===== config.mk =====
export PLATFORM = sky130hd
export DESIGN_NAME = bhm_group
export DESIGN_NICKNAME = d
export VERILOG_FILES = /design/src/hw/rtl/bhm_pkg.sv /design/src/hw/rtl/bhm_group.sv
export SDC_FILE = /design/constraint.sdc
export NUM_CORES = 1
export LEC_CHECK = 0
export BUFFER_PORTS_ARGS = -buffer_cell sky130_fd_sc_hd__buf_4
export CORE_AREA = 2 2 119 121
export CTS_BUF_LIST = sky130_fd_sc_hd__clkbuf_16
export CTS_CLUSTER_DIAMETER = 50
export DETAILED_ROUTE_END_ITERATION = 12
export DIE_AREA = 0 0 121 123
export GPL_TIMING_DRIVEN = 1
export HOLD_SLACK_MARGIN = 0.15
export SLEW_MARGIN = 10
export SYNTH_ARGS = -nofsm -noshare
export SYNTH_HDL_FRONTEND = slang
export SYNTH_SLANG_ARGS = --single-unit

===== constraint.sdc =====
create_clock -name clk -period 1.71 [get_ports clk]
set_input_delay 0.342 -clock clk [delete_from_list [all_inputs] [get_ports clk]]
set_output_delay 0.342 -clock clk [all_outputs]
set_load 0.01 [all_outputs]

===== src/hw/rtl/bhm_pkg.sv =====
// bhm_pkg: shared types and constants for the bounded key-value table.
// Used by bhm_cell, bhm_group and bounded_hash_map_evict_oldest.
// No dependencies.
package bhm_pkg;

    localparam int CAPACITY   = 64;
    localparam int KEY_BITS   = 64;
    localparam int VALUE_BITS = 32;
    localparam int GROUP_SIZE = 8;
    localparam int NUM_GROUPS = (CAPACITY + GROUP_SIZE - 1) / GROUP_SIZE;
    localparam int PAD_CELLS  = NUM_GROUPS * GROUP_SIZE;
    localparam int CNT_W      = $clog2(CAPACITY + 1);

    localparam logic [1:0] CMD_GET = 2'd0;
    localparam logic [1:0] CMD_PUT = 2'd1;
    localparam logic [1:0] CMD_DEL = 2'd2;

    typedef struct packed {
        logic [1:0]  command;
        logic [63:0] lookup_key;
        logic [31:0] write_value;
    } req_t;

    typedef struct packed {
        logic        hit;
        logic [31:0] read_value;
        logic        evicted;
    } rsp_t;

    typedef struct packed {
        logic                  valid;
        logic [KEY_BITS-1:0]   key;
        logic [VALUE_BITS-1:0] value;
    } entry_t;

    typedef enum logic [1:0] {
        CELL_HOLD,
        CELL_SHIFT,
        CELL_PULL
    } cell_op_t;

    typedef struct packed {
        cell_op_t op;
        logic     probe;
    } cell_ctrl_t;

    typedef enum logic [1:0] {
        ST_IDLE,
        ST_CMP,
        ST_GRP,
        ST_APPLY
    } state_t;

endpackage


===== src/hw/rtl/bhm_group.sv =====
// bhm_group: registered reduction over one group of cells.
// Produces in-group match prefix, group hit and the matching value.
// Depends on bhm_pkg.
module bhm_group
    import bhm_pkg::*;
(
    input  logic                                  clk,
    input  logic [GROUP_SIZE-1:0]                 match,
    input  logic [GROUP_SIZE-1:0][VALUE_BITS-1:0] values,
    output logic                                  any,
    output logic [GROUP_SIZE-1:0]                 prefix,
    output logic [VALUE_BITS-1:0]                 sel_value
);

    logic                  any_reg, any_next;
    logic [GROUP_SIZE-1:0] prefix_reg, prefix_next;
    logic [VALUE_BITS-1:0] value_reg, value_next;

    always_comb
    begin
        logic run;
        run        = 1'b0;
        value_next = '0;
        for (int j = 0; j < GROUP_SIZE; j++)
        begin
            run            = run | match[j];
            prefix_next[j] = run;
            // keys are unique, so at most one value survives the mask
            value_next     = value_next | (match[j] ? values[j] : '0);
        end
        any_next = run;
    end

    always_ff @(posedge clk)
    begin
        any_reg    <= any_next;
        prefix_reg <= prefix_next;
        value_reg  <= value_next;
    end

    assign any       = any_reg;
    assign prefix    = prefix_reg;
    assign sel_value = value_reg;

endmodule


==> flow_summary.yaml <==
status:
  status: "complete, no violations"
sta:
  timing.final.crit_period_ns: 1.156
  timing.fmax_mhz: 865.3
  finalCritPeriodShare_pct: 67.58
  hold_viol_final: 0
  finalSetupTns_ns: 0
  worstMarginPinSlew_ns: 0.5153
  setup_violations: 0
  slew_headroom_pct: 65.65
  maxSlewViolCount: 0
  rsz0062_at_grt: "no"
logic_synthesis:
  ys_seq_area_share_pct: 36.20
  netlist_instances: 243
  ys_warn_count: 0
  ys_types: 15
  synth_seq_cells: 40
  syn_area_per_cell_sq_um: 9.103
  syn_area_sq_mm: 0.002212
  synth_fp_nets: 508
floorplanning:
  die_x_microns: 121
  die_y_microns: 123
  start_util_pct: 16.25
  core-area_sq_mm: 0.01361
  num_rows: 43
  design.die.area_sq_mm: 0.01488
  io_pins: 306
clock_tree:
  numCtsBuffers: 5
  cts.sinks: 40
  max-clock-path-buffers: 2
  cts_hold_buf: 0
  htreeDepth: 2
  cts_root_buffer: "clkbuf_16"
  tritoncts: "done"
  cts.clk_slew.worst_paths_ns: 0.06
  cts_resized: 0
  cts_setup_buffers: 0
setup_path:
  crit_arrival_ns: 0.81
  cp_top_family: "flip-flops"
  critPathMaxStageDelay_ns: 0.38
  path_cells: "buf_4"
  worstSetupStartpointType: "register"
  cp-startpoint: "any"
  cp-end-kind: "output port"
  critPathKind: "reg2out"
  crit_fanout: 2
  cp_num_buf_inv: 1
  required_ns: 1.37
  slowest_stage: "dfxtp_1"
detailed_routing:
  drt_iter0_drc: 188
  drtAntennaViolNets: 0
  routed_via_density: 4.900
  wl_per_cell_microns: 18.38
  dr.pass1.iters: 4
  drc: 0
  routed_wl_mm: 12.92
  vias: 3445
cells_and_area:
  antennaDiodeCount: 0
  nets: 787
  final-instance-count-excl-fill: 703
  area_delta_synth_final_pct: 113.0
  drive_gt1_share_pct: 60.23
  final_util_pct: 34.62
  largest_register_ffs: 32
place:
  dp.cells: 695
  port_buffers: 305
  place_congestion: 0.8967
  dp_hpwl_mm: 9.407
global_routing:
  grt_pass1_wl_mm: 18.60
  grt_pass1_vias: 3574
  gr-total-overflow: 0
  grt_max_degree: 37
  antenna_found_initial: 0
  grt_use_total_pct: 16.42
power_and_ir_drop:
  power.leakage_uw: 0.002220
  powerDensity_mw_per_mm2: 638.4
  ir_drop_uv: 315.7
run:
  maxCapViolations: 0
worst_hold_path:
  worstHoldStart: "values[205]"
  hold_class: "in2reg"
cell usage in the layout (no fill, tap or decap):
cell type,Yosys,layout
buf_4,2,305
a22oi_1,128,128
dfxtp_1,40,40
nand4_1,32,32
clkbuf_16,0,5
nand2_1,2,2
or2_2,1,1
or3_1,1,1
nor4_4,1,1
inv_1,1,1
nand2b_1,1,1
nor2_1,1,1
nor3_1,1,1
nand3b_1,1,1
clkinv_2,0,1
clkinvlp_4,0,1
bufinv_16,0,1
metal layers:
metal  global-route usage [%]  vias up  wire, microns
met1                    17.44     1611           4744
met2                    30.44      228           6693
li1                         -     1578              -
met5                        0        -              0
met4                    6.977        0            366
met3                    4.520       28           1114
worst min-delay path: cells and delay by family:
| family | cells | cell delay [ns] |
|---|---|---|
| simple gates | 1 | 0.06 |
| buf+inv | 1 | 0.08 |
| compound gates | 1 | 0.05 |
kinds of logic (layout without fill, tap and decap cells):
kind of cell	Yosys count	count (layout)	share of synthesized area, %
DFF	40	40	36.20
AOI/OAI and AO/OA	128	128	43.44
and+or+nand+nor	41	41	11.93
buffers and inverters	34	314	8.427
report_power, final:
| part | switching (uW) | leakage, uW | internal, uW | total (uW) |
|---|---|---|---|---|
| combinational | 356 | 0.00181 | 558 | 914 |
| clock | 414 | 0.0000798 | 686 | 1100 |
| sequential | 13.8 | 0.000329 | 980 | 993 |
path summary, 6_finish.rpt:
path                  slack [ns]  cells past startpoint            end
worst max-delay path        0.55                      1            any
worst min-delay path        0.27                      3  sel_value[13]
cell type report:
class | count | area [sq um]
Timing Repair Buffer | 305 | 2290
Clock buffer | 5 | 125.1
Fill cell | 1412 | 8900
Multi-Input combinational cell | 169 | 1225
Inverter | 1 | 3.754
Clock inverter | 3 | 42.54
Tap cell | 180 | 225.2
Sequential cell | 40 | 800.8
Yosys cell counts (all sizes together):
cell | number | area (sq um)
inv | 1 | 3.750
dfxtp | 40 | 800.8
nand2 | 2 | 7.510
nor4 | 1 | 21.27
nor3 | 1 | 5.000
or2 | 1 | 6.260
nand2b | 1 | 6.260
nand4 | 32 | 200.2
or3 | 1 | 6.260
a22oi | 128 | 960.9
nor2 | 1 | 3.750
buf | 33 | 182.7
nand3b | 1 | 7.510
stage by stage:
stage / total power [uW] / hold slack [ns] / setup slack [ns] / cell area (sq um)
floorplan: 1318 / 0.3697 / 0.6766 / 2212
global route: 3154 / 0.2652 / 0.5239 / 4712
finish: 3008 / 0.2686 / 0.5543 / 4712
CTS: 3061 / 0.2567 / 0.5305 / 4712
detailed placement: 1928 / 0.5665 / 0.4225 / 4544
global placement: 1912 / 0.5620 / 0.4555 / 4544
Power figures use the tool's default switching activity.
