--- src/hw/rtl/bhm_pkg.sv ---
// bhm_pkg: shared types and constants for the bounded key-value table.
// Used by bhm_cell, bhm_group and bounded_hash_map_evict_oldest.
// No dependencies.
package bhm_pkg;

    localparam int CAPACITY   = 64;
    localparam int KEY_BITS   = 64;
    localparam int VALUE_BITS = 32;
    localparam int GROUP_SIZE = 8;
    localparam int NUM_GROUPS = (CAPACITY + GROUP_SIZE - 1) / GROUP_SIZE;
    localparam int PAD_CELLS  = NUM_GROUPS * GROUP_SIZE;
    localparam int CNT_W      = $clog2(CAPACITY + 1);

    localparam logic [1:0] CMD_GET = 2'd0;
    localparam logic [1:0] CMD_PUT = 2'd1;
    localparam logic [1:0] CMD_DEL = 2'd2;

    typedef struct packed {
        logic [1:0]  command;
        logic [63:0] lookup_key;
        logic [31:0] write_value;
    } req_t;

    typedef struct packed {
        logic        hit;
        logic [31:0] read_value;
        logic        evicted;
    } rsp_t;

    typedef struct packed {
        logic                  valid;
        logic [KEY_BITS-1:0]   key;
        logic [VALUE_BITS-1:0] value;
    } entry_t;

    typedef enum logic [1:0] {
        CELL_HOLD,
        CELL_SHIFT,
        CELL_PULL
    } cell_op_t;

    typedef struct packed {
        cell_op_t op;
        logic     probe;
    } cell_ctrl_t;

    typedef enum logic [1:0] {
        ST_IDLE,
        ST_CMP,
        ST_GRP,
        ST_APPLY
    } state_t;

endpackage

--- src/hw/rtl/bhm_cell.sv ---
// bhm_cell: one slot of the age-ordered entry chain.
// Holds valid/key/value, loads from either neighbor, registers a key match.
// Depends on bhm_pkg.
module bhm_cell
    import bhm_pkg::*;
(
    input  logic                clk,
    input  logic                rst_n,
    input  cell_ctrl_t          ctrl,
    input  entry_t              left,
    input  entry_t              right,
    input  logic [KEY_BITS-1:0] probe_key,
    output entry_t              q,
    output logic                match
);

    logic                  valid_reg, valid_next;
    logic [KEY_BITS-1:0]   key_reg, key_next;
    logic [VALUE_BITS-1:0] value_reg, value_next;
    logic                  match_reg, match_next;

    always_comb
    begin
        valid_next = valid_reg;
        key_next   = key_reg;
        value_next = value_reg;
        case (ctrl.op)
            CELL_SHIFT:
            begin
                valid_next = left.valid;
                key_next   = left.key;
                value_next = left.value;
            end
            CELL_PULL:
            begin
                valid_next = right.valid;
                key_next   = right.key;
                value_next = right.value;
            end
            default:
            begin
                valid_next = valid_reg;
            end
        endcase
        match_next = ctrl.probe ? (valid_reg && (key_reg == probe_key)) : match_reg;
    end

    always_ff @(posedge clk or negedge rst_n)
    begin
        if (!rst_n)
        begin
            valid_reg <= 1'b0;
        end
        else
        begin
            valid_reg <= valid_next;
        end
    end

    always_ff @(posedge clk)
    begin
        key_reg   <= key_next;
        value_reg <= value_next;
        match_reg <= match_next;
    end

    assign q.valid = valid_reg;
    assign q.key   = key_reg;
    assign q.value = value_reg;
    assign match   = match_reg;

endmodule

--- config.mk ---
export PLATFORM = sky130hd
export DESIGN_NAME = bhm_cell
export DESIGN_NICKNAME = d
export VERILOG_FILES = /design/src/hw/rtl/bhm_pkg.sv /design/src/hw/rtl/bhm_cell.sv
export SDC_FILE = /design/constraint.sdc
export NUM_CORES = 1
export LEC_CHECK = 0
export BUFFER_PORTS_ARGS = -buffer_cell sky130_fd_sc_hd__buf_2
export CORE_AREA = 2 2 141 143
export CTS_CLUSTER_DIAMETER = 40
export DETAILED_ROUTE_END_ITERATION = 16
export DIE_AREA = 0 0 143 145
export PLACE_DENSITY_LB_ADDON = 0.15
export SYNTH_ARGS = -nofsm -noshare
export SYNTH_HDL_FRONTEND = slang
export SYNTH_SLANG_ARGS = --single-unit
--- constraint.sdc ---
create_clock -name clk -period 2.67 [get_ports clk]
set_input_delay 0.1335 -clock clk [delete_from_list [all_inputs] [get_ports clk]]
set_output_delay 0.1335 -clock clk [all_outputs]
set_load 0.03 [all_outputs]
==> results.ini <==
[critical_path]
cp_slowest_cell = nor4_1
crit_family = simple AND/OR/NAND/NOR gates
crit_type = flip-flop to flip-flop
slowest_delay_ps = 590
critPathMaxFanout = 2
crit_path_end_kind = flip-flop
worst_setup_path_start_kind = flip-flop
path_buf_inv = 0
cp.arrival_ps = 2040
cp_cell_sequence = xor2_1 -> nor4_1 -> nand4_1 -> nor4_2
cp_data_required_time_ps = 2840

[power_and_ir_drop]
power.total_w = 0.004551
combPwrFrac_pct = 28.2
pwr-share-seq_pct = 45.9
power_frac_clock_pct = 25.9
swShare_pct = 32.58
vdd_drop_max_uv = 266.2
p_switching_w = 0.001483
cellLeakagePower_nw = 3.220
powerDensity_mw_per_mm2 = 620.8
p_int_w = 0.003069

[final_layout]
area_growth_pct = 49.80
fin_util_pct = 38.17
diodes = 0
final_area_mm2 = 0.007332
largest_reg_flops = 64
fin_nets = 947
final_layout_size_suffix_gt1_share_pct = 61.28

[yosys]
synth_top_area_share_pct = 59.51
syn_inst = 318
synth_edf_count = 97
ys_warn_count = 0
synth_top_area_cell = edfxtp_1
synth-main-ff-cell = edfxtp_1
syn_nets = 582
ys_ff_latch = 98
postSynthAreaPerCell_um2 = 15.39
yosysSeqAreaShare_pct = 60.02
synthArstFlopShare_pct = 1.020
yosysUniqueCellTypes = 35
synth_area_leaders = edfxtp_1 60%, mux2_1 13%, mux2_2 8.7%
syn_area_mm2 = 0.004895

[drt]
first_pass_iters = 4
drt_iter0_drc = 144
drc = 0
ant_nets = 0
via_per_inst = 4.216
wirelength_um = 15840
vias = 4014
wire_per_inst_um = 16.64

[worst_hold_path]
hp-class = primary input to flip-flop

[floorplanning]
initial_core_util_pct = 25.48
die_w_um = 143
ios = 361
core_area_mm2 = 0.01921
rows = 51
die-area_mm2 = 0.02074
dieHeight_um = 145

[sta]
fin_worst_skew_ps = 11.79
rsz0062_at_grt = no
worst-slew-pin-transition_ps = 630.4
setup_viol = 0
holdWs_ps = 65.68
slew_viol_final = 0
period_share_pct = 70.15
slew_headroom_pct = 57.58
fmax_ghz = 0.5339
fin_setup_tns_ps = 0
hold_violations = 0
final.min_clock_period_ps = 1873

[cts]
cts-root-buf = clkbuf_16
cts_sinks = 98
clk_latency_ps = 350
cts_hold_buf = 2
ctsResizeCount = 0
cts_tree = built
post_cts_buffers = 0
cts_made_buffers = 9
max-clock-path-buffers = 2
clk_pin_slew_ps = 70
htree_levels = 3

[placement]
dp_hpwl_um = 12920
routabilityCongestion = 0.8222
placed_area_mm2 = 0.007051
port_buffers = 360

[flow_run]
cap_violations = 0

[run_status]
outcome = complete, no violations

[grt]
grt_pass1_vias = 4306
grt_overflow = 0
antenna_found_initial = 1
grt_start_max_net_pins = 97
grt_pass1_wl_um = 22870
grt_use_total_pct = 14.73

## per-stage QoR
stage	std cells	setup slack [ps]
finish	952	796.9
global route	952	624.0
CTS	952	667.4
global placement	935	703.6
floorplan	318	373.6
detailed placement	935	725.6
## path summary, 6_finish.rpt
check,startpoint,endpoint,slack [ps],depth (start not counted)
max reg2reg,key_reg[58],match,800,4
max in group asynchronous,rst_n,valid_reg,2470,2
min,left[17],value_reg[17],70,2
min reg2reg,valid_reg,valid_reg,540,2
min in group asynchronous,rst_n,valid_reg,120,2
max,key_reg[58],match,800,4
## final cells by class
class	instances	area, um2
fill	1930	11880
sequential	98	2938
timing repair buffer	366	1889
multi-input combinational	188	1833
tap	265	331.6
clock buffer	10	229.0
inverter	20	78.83
clock inverter	5	32.53
## routing by layer
metal / wire, um / GRT usage (%) / share of wire [%]
met3: 1677 / 5.512 / 11
met5: 0 / 0 / 0
met4: 232 / 4.950 / 1.5
met1: 5646 / 14.51 / 36
met2: 8286 / 27.80 / 52
## layout by cell type (no fill, tap or decap), types with 3 or more instances in the layout
cell / count
mux2_1: 58
o22ai_1: 8
inv_1: 14
xnor2_1: 25
buf_12: 3
nand2b_1: 3
nor4_1: 4
edfxtp_1: 97
clkbuf_16: 9
xor2_1: 21
mux2_2: 38
nand4_1: 9
buf_2: 360
clkinv_1: 5
## cells by family (layout without fill, tap and decap cells)
kind of cell / after synthesis / count (layout) / synth area share, %
adder cells (fa/ha/maj): 1 / 1 / 0.2556
flip-flops: 98 / 98 / 60.02
AND/OR/NAND/NOR: 26 / 26 / 3.630
buffers and inverters: 32 / 401 / 2.786
XOR/XNOR: 46 / 46 / 8.231
AO/OA/AOI/OAI: 18 / 18 / 2.786
multiplexers: 97 / 97 / 22.29
## cell usage after synthesis, drive strengths merged, types with 2 or more instances
| library cell | instances |
|---|---|
| xor2 | 21 |
| buf | 11 |
| inv | 17 |
| a221oi | 2 |
| clkinv | 3 |
| o22ai | 8 |
| nor4 | 6 |
| edfxtp | 97 |
| nand4 | 9 |
| nor2 | 2 |
| mux2 | 96 |
| nand2b | 3 |
| xnor2 | 25 |
## power groups by stage
stage / Clock, W / Sequential (W) / Combinational, W
after CTS: 0.00124 / 0.00209 / 0.00131
final: 0.00118 / 0.00209 / 0.00128
after global routing: 0.00130 / 0.00211 / 0.00137
after floorplan: 0 / 0.00255 / 0.000331
after global placement: 0 / 0.00212 / 0.00130
after detailed placement: 0 / 0.00212 / 0.00130
Power figures use the tool's default switching activity.
